`config.mk`:
```
export PLATFORM = sky130hd
export DESIGN_NAME = ste_cell
export DESIGN_NICKNAME = d
export VERILOG_FILES = /design/src/design/ste_pkg.sv /design/src/design/ste_cell.sv
export SDC_FILE = /design/constraint.sdc
export NUM_CORES = 1
export LEC_CHECK = 0
export BUFFER_PORTS_ARGS = -buffer_cell sky130_fd_sc_hd__buf_4
export CORE_MARGIN = 2
export CORE_UTILIZATION = 45
export DETAILED_ROUTE_END_ITERATION = 8
export MAX_ROUTING_LAYER = met4
export PLACE_DENSITY = 0.8
export SKIP_CTS_REPAIR_TIMING = 1
export SYNTH_ARGS = -nofsm -noshare
export SYNTH_HDL_FRONTEND = slang
export SYNTH_SLANG_ARGS = --single-unit
```
`constraint.sdc`:
```
create_clock -name clk -period 7.8 [get_ports clk]
set_clock_uncertainty 0.2 [all_clocks]
set_input_delay 0.39 -clock clk [delete_from_list [all_inputs] [get_ports clk]]
set_output_delay 0.39 -clock clk [all_outputs]
set_load 0.05 [all_outputs]
```
`src/design/ste_pkg.sv`:
```
// ----------------------------------------------------------------------------
// Sorted table engine package
// Widths, command and status codes, controller states and the control word
// that the controller broadcasts to every cell of the table.
// ----------------------------------------------------------------------------
package ste_pkg;

  // Table depth and the widths that follow from it.
  localparam int DEPTH    = 64;
  localparam int IDX_W    = (DEPTH > 1) ? $clog2(DEPTH) : 1;
  localparam int CNT_W    = $clog2(DEPTH + 1);

  // Field widths of the words on the two channels.
  localparam int CMD_W    = 2;
  localparam int VALUE_W  = 32;
  localparam int IN_IDX_W = 6;
  localparam int STATUS_W = 2;
  localparam int POS_W    = 6;
  localparam int COUNT_W  = 7;

  typedef enum logic [CMD_W-1:0] {
    CMD_INSERT = 2'd0,
    CMD_ERASE  = 2'd1,
    CMD_FIND   = 2'd2,
    CMD_READ   = 2'd3
  } cmd_t;

  typedef enum logic [STATUS_W-1:0] {
    STAT_OK        = 2'd0,
    STAT_NOT_FOUND = 2'd1,
    STAT_FULL      = 2'd2,
    STAT_RANGE     = 2'd3
  } status_t;

  typedef enum logic [1:0] {
    ST_IDLE,
    ST_CMP,
    ST_UPD
  } state_t;

  // Control word seen by every cell.
  typedef struct packed {
    logic                       compare;
    logic                       update;
    cmd_t                       op;
    logic signed [VALUE_W-1:0]  value;
    logic [CNT_W-1:0]           entry_count;
    logic [IN_IDX_W-1:0]        idx;
    logic                       found;
    logic                       full;
  } cell_ctl_t;

endpackage

```
`src/design/ste_cell.sv`:
```
// ----------------------------------------------------------------------------
// Sorted table cell
// Holds one table entry. In the compare cycle it records how its entry
// relates to the command value; in the update cycle it takes the entry of
// its left or right neighbour, or the new value, to open or close a gap.
// ----------------------------------------------------------------------------
module ste_cell (
  input  logic                               clk,
  input  ste_pkg::cell_ctl_t                 ctl,
  input  logic [ste_pkg::CNT_W-1:0]          cell_index,
  input  logic signed [ste_pkg::VALUE_W-1:0] left_entry,
  input  logic signed [ste_pkg::VALUE_W-1:0] right_entry,
  input  logic                               left_after,
  input  logic                               left_match,
  output logic signed [ste_pkg::VALUE_W-1:0] entry,
  output logic                               after,
  output logic                               match,
  output logic                               ins_hot,
  output logic                               eq_hot,
  output logic                               sel
);
  import ste_pkg::*;

  logic at_or_after;
  logic valid;
  logic below_or_at;
  logic before_last;

  // Position of this cell against the current fill level.
  assign valid       = cell_index < ctl.entry_count;
  assign below_or_at = cell_index <= ctl.entry_count;
  assign before_last = (cell_index + CNT_W'(1)) < ctl.entry_count;

  // Flag edges: the first cell past the insertion point and the first equal
  // cell. The after flag is monotone along the sorted row; equal cells form one run.
  assign ins_hot = after & ~left_after;
  assign eq_hot  = match & ~left_match;

  // Compare cycle: record the relation of the entry to the value. Empty
  // cells count as greater so that a new value lands just past the end.
  always_ff @(posedge clk) begin
    if (ctl.compare) begin
      after       <= !valid || (entry > ctl.value);
      match       <= valid && (entry == ctl.value);
      at_or_after <= valid && (entry >= ctl.value);
      sel         <= 32'(cell_index) == 32'(ctl.idx);
    end
  end

  // Update cycle: shift up for insert, shift down for erase.
  always_ff @(posedge clk) begin
    if (ctl.update) begin
      unique case (ctl.op)
        CMD_INSERT: begin
          if (!ctl.full) begin
            if (left_after && below_or_at) begin
              entry <= left_entry;
            end else if (ins_hot) begin
              entry <= ctl.value;
            end
          end
        end
        CMD_ERASE: begin
          if (ctl.found && at_or_after && before_last) begin
            entry <= right_entry;
          end
        end
        default: begin
        end
      endcase
    end
  end

endmodule

```
Word level (Yosys, flattened, before mapping)
Cells that the tools add are included.
W data, S select, Z words.
{"block": "classes", "n_mul": 0, "eq_ne": 6, "reduce_logical": 10, "n_mux": 5, "div_mod_pow": 0, "n_bitwise": 4, "magnitude_cmp": 5, "n_addsub": 1, "n_shift": 0}
{"operator": "$mux W32", "n": 4}
{"operator": "$pmux W32 S2", "n": 1}
{"operator": "$eq A32 B32 Y1", "n": 1}
{"operator": "$ge A32 B32 Y1", "n": 1}
{"operator": "$gt A32 B32 Y1", "n": 1}
{"operator": "$lt A7 B7 Y1", "n": 2}
{"operator": "$add A7 B1 Y7 const B", "n": 1}
{"operator": "$eq A7 B6 Y1", "n": 1}
{"operator": "$le A7 B7 Y1", "n": 1}
{"operator": "$logic_and A1 B1 Y1", "n": 5}
{"operator": "$reduce_and A5 Y1", "n": 1}
{"operator": "$ne A2 B2 Y1 const B", "n": 2}
{"operator": "$ne A3 B3 Y1 const B", "n": 1}
{"operator": "$and A1 B1 Y1", "n": 2}
{"operator": "$eq A2 B1 Y1 const B", "n": 1}
{"operator": "$logic_not A2 Y1", "n": 1}
{"operator": "$not A1 Y1", "n": 2}
{"operator": "$reduce_bool A2 Y1", "n": 1}
{"operator": "$logic_not A1 Y1", "n": 1}
{"operator": "$logic_or A1 B1 Y1", "n": 1}
{"block": "totals", "word_cells": 36, "rom_bits": 0, "output_inout_bits": 37, "ram_bits": 0, "memories": 0, "latchBits": 0, "reg_bits": 36, "in_bits": 125}

Depth between registers and ports, before layout
{"block": "logic_depth", "depth_word": 6, "mapped_depth": 9, "mapped_depth_nobuf": 8}

Least setup slack after synthesis
OpenSTA, ideal clock, no wires.
{"block": "synth_path", "path_type": "input to register", "start": "input cell_index[0] in the netlist's numbering", "end": "register entry[0] in the netlist's numbering (enable)", "path_buffers": 0, "arrival_ps": 3838, "t_required_ps": 7134, "stages": 8, "slack_ps": 3296, "setup_time_ps": 466, "cell_sequence": "ha_1 > ha_1 > nor2b_1 > o21a_1 > o21ai_0 > a21oi_1 > o21a_1 > o21ai_0"}
{"block": "synth_via", "elab_chain_len": 5, "elab_cells_between_ends": 8, "cone_classes": "1 x add/sub; 2 x order compare; 2 x eq/ne; 3 x reduce/logical"}
{"item": "from (decl)", "line": "ste_cell.sv:10", "rtl": "input logic [ste_pkg::CNT_W-1:0] cell_index,"}
{"item": "$add A7 B1 Y7", "line": "ste_cell.sv:32", "rtl": "assign before_last = (cell_index + CNT_W'(1)) < ctl.entry_count;"}
{"item": "$lt A7 B7 Y1", "line": "ste_cell.sv:32"}
{"item": "$logic_and A1 B1 Y1", "line": "ste_cell.sv:64", "rtl": "if (ctl.found && at_or_after && before_last) begin"}
{"item": "$ne A2 B2 Y1 (no source line)"}
{"item": "$reduce_and A5 Y1 (no source line) *"}
{"item": "to (signal assigned)", "line": "ste_cell.sv:57", "rtl": "entry <= left_entry;"}
{"item": "to (signal assigned)", "line": "ste_cell.sv:59", "rtl": "entry <= ctl.value;"}
{"item": "to (signal assigned)", "line": "ste_cell.sv:65", "rtl": "entry <= right_entry;"}
{"item": "to (decl)", "line": "ste_cell.sv:15", "rtl": "output logic signed [ste_pkg::VALUE_W-1:0] entry,"}
Every way passes the cells marked *; elsewhere a longest branch is shown, timed or not.
A chain may end at the register's enable or synchronous reset.

Worst setup path after layout
{"block": "layout_path", "start": "input ctl[9] in the netlist's numbering", "end": "register entry[30] in the netlist's numbering (enable)"}
{"block": "layout_via", "elab_chain_len": 4, "elab_cells_between_ends": 7, "cone_classes": "2 x order compare; 2 x eq/ne; 3 x reduce/logical"}
{"item": "from (decl)", "line": "ste_cell.sv:9", "rtl": "input ste_pkg::cell_ctl_t ctl,"}
{"item": "$le A7 B7 Y1 / $lt A7 B7 Y1 (equally long branches)", "line": "ste_cell.sv:31, ste_cell.sv:32"}
{"item": "$logic_and A1 B1 Y1, on equally long branches", "line": "ste_cell.sv:56, ste_cell.sv:64"}
{"item": "$ne A3 B3 Y1 (no source line) / $ne A2 B2 Y1 (equally long branches)"}
{"item": "$reduce_and A5 Y1 (no source line) *"}
Marks and branches as above.

==> flow_summary.yaml <==
outcome:
  status: "complete, no violations"
global_route:
  overflow: 0
  grt_usage_pct: 22.1
  grt_max_degree: 65
  grt_pass1_vias: 2930
  grt_antenna_before_repair: 0
  grt_pass1_wl_mm: 12.9
die:
  chipWidth_um: 87.4
  ios: 162
  start_util_pct: 46.4
  num_rows: 30
  dieArea_um2: 7640
  die_height_um: 87.4
  coreArea_um2: 6760
yosys:
  synth_nets: 504
  ys.flop_type: "edfxtp_1"
  syn_avg_cell_area_um2: 9.43
  synth_warnings: 0
  ys_seq_elements: 36
  synth_top_cell_by_area: "edfxtp_1"
  ys_types: 36
  ys_seq_area_share_pct: 34.5
  synthesis.area_um2: 3130
  netlist_instances: 332
  synthTopCellsByArea: "edfxtp_1 35%, ha_1 19%, mux2i_1 10%, nand2_1 5.3%, inv_1 5.0%"
  ys_async_sr_fraction_pct: 0
  synth_edf_count: 36
  synth.top_cell.area_share_pct: 34.5
finish:
  nets: 664
  n_fill_cell: 599
  fin_area_um2: 4520
  drive_gt1_share_pct: 35.9
  final_cell_mix: "163 x buf_4, 47 x ha_1, 44 x nand2_1"
  finish.utilization_pct: 66.9
  area_delta_synth_final_pct: 44.3
  antenna_cells: 0
  layout_commonest_cell: "buf_4"
placement:
  place_area_um2: 4410
  gp_congestion: 0.828
  dpl_worst_slack_ps: 4460
  io_buffers: 161
  hpwlAfterDp_mm: 6.89
clock_tree:
  clock-sinks: 36
  cts_made_buffers: 5
  path_clk_slew_ps: 70
  cts_max_level: 2
  cts_tree: "done"
  cts-root-buf: "clkbuf_8"
  insertion_delay_ps: 290
  clockBufferDepth: 2
power:
  power_density_nw_per_um2: 127
  vdd_drop_max_mv: 0.0605
  cellLeakagePower_nw: 2.18
detailed_routing:
  via_count: 2970
  drtIter0Drc: 68
  post-route-drc-count: 0
  ant_nets: 0
  drt_first_pass_iters: 4
  routed_wl_mm: 8.37
  vias_per_cell: 5.18
  wl_per_cell_um: 14.6
worst_hold_path:
  min_path_cells: 1
  worstHoldStart: "ctl[50]"
  hp-class: "primary input to flop"
  min_to: "sel"
sta:
  setup_viol: 0
  relSlewSlack_pct: 30.8
  fin_crit_sh_pct: 38.8
  setup_tns_ps: 0
  max_freq_mhz: 331
  hold_violations: 0
  finalMaxSlewViolations: 0
  worst_pin_slew_ps: 1030
  finalCriticalPeriod_ps: 3020
  rsz0062_at_grt: "no"
  fin_ws_ps: 4780
worst_setup_path:
  worst_setup_path_end_kind: "flop"
  worstSetupStartpoint: "ctl[9]"
  reg2reg_slack_ps: 5170
  r2r_end: "after"
  crit_arrival_ps: 2730
  path_class: "primary input to flop"
  worstPathMaxFanout: 33
  reg2reg_from: "entry[5]"
  setup.worst_path.start_class: "primary input"
  r2r_cells: 7
  worst_ep_required_time_ps: 7510
job:
  maxCapViolations: 0
layer usage:
metal  vias up  global-route usage, %  wire [um]
met5         -                      -          0
li1       1504                      -          -
met4         0                   4.62         64
met1      1351                   25.5       3450
met2       107                   39.9       4300
met3         8                   3.98        561
how the worst max path moves through the flow:
stage | endpoint | slack [ps] | cells after the start
floorplan | entry[0] | 3300 | 8
global placement | entry[14] | 4550 | 10
detailed placement | entry[14] | 4460 | 10
CTS | entry[14] | 4760 | 10
global route | entry[15] | 4640 | 9
finish | entry[30] | 4780 | 10
cells in the mapped netlist (3+ instances only):
library cell	count
buf_6	3
a21oi_1	16
inv_1	42
xor2_1	8
nor2b_1	6
nand3_1	7
mux2i_1	32
nand2_1	44
o21ai_1	28
edfxtp_1	36
nand4_1	8
clkbuf_1	7
ha_1	47
xnor2_1	4
nor2_1	5
o21ai_0	12
state kept, by name (all words and copies together), names as in the netlist:
| name | count |
|---|---|
| after | 1 |
| at_or_after | 1 |
| entry | 32 |
| match | 1 |
| sel | 1 |
report_power, final:
group | internal [mW] | leakage, nW | switching, mW | total [mW]
combinational | 0.0917 | 1.80 | 0.0929 | 0.185
clock | 0.0931 | 0.0532 | 0.0681 | 0.161
sequential | 0.223 | 0.330 | 0.00308 | 0.226
stage by stage:
stage | hold slack (ps) | power [mW] | cells
floorplan | 302 | 0.335 | 332
global placement | 425 | 0.410 | 565
detailed placement | 423 | 0.416 | 565
CTS | 122 | 0.577 | 573
global route | 129 | 0.603 | 573
finish | 133 | 0.572 | 573
logic make-up after synthesis:
| family | after synthesis | synth area share [%] |
|---|---|---|
| adder cells (fa/ha/maj) | 47 | 18.8 |
| AND/OR/NAND/NOR | 82 | 12.7 |
| XOR/XNOR | 12 | 3.36 |
| multiplexers | 32 | 10.2 |
| flip-flops | 36 | 34.5 |
| AO/OA/AOI/OAI | 71 | 13.5 |
| buffers and inverters | 52 | 6.95 |
cell type report:
type / count / area [um2] / area share (%)
clock buffer: 5 / 68.8 / 1.52
clock inverter: 3 / 37.5 / 0.830
inverter: 42 / 158 / 3.49
multi-input combinational: 244 / 1850 / 41.0
sequential: 36 / 1080 / 23.9
tap: 80 / 100 / 2.21
timing repair buffer: 163 / 1220 / 27.1
critical path, stage by stage:
cell	delay, ps
buf_4	80
inv_1	40
ha_1	310
nor2b_4	130
o21ai_2	130
a21oi_2	100
o41ai_4	270
buf_4	550
o21ai_0	280
o21ai_4	420
(Power assumes the default switching activity.)
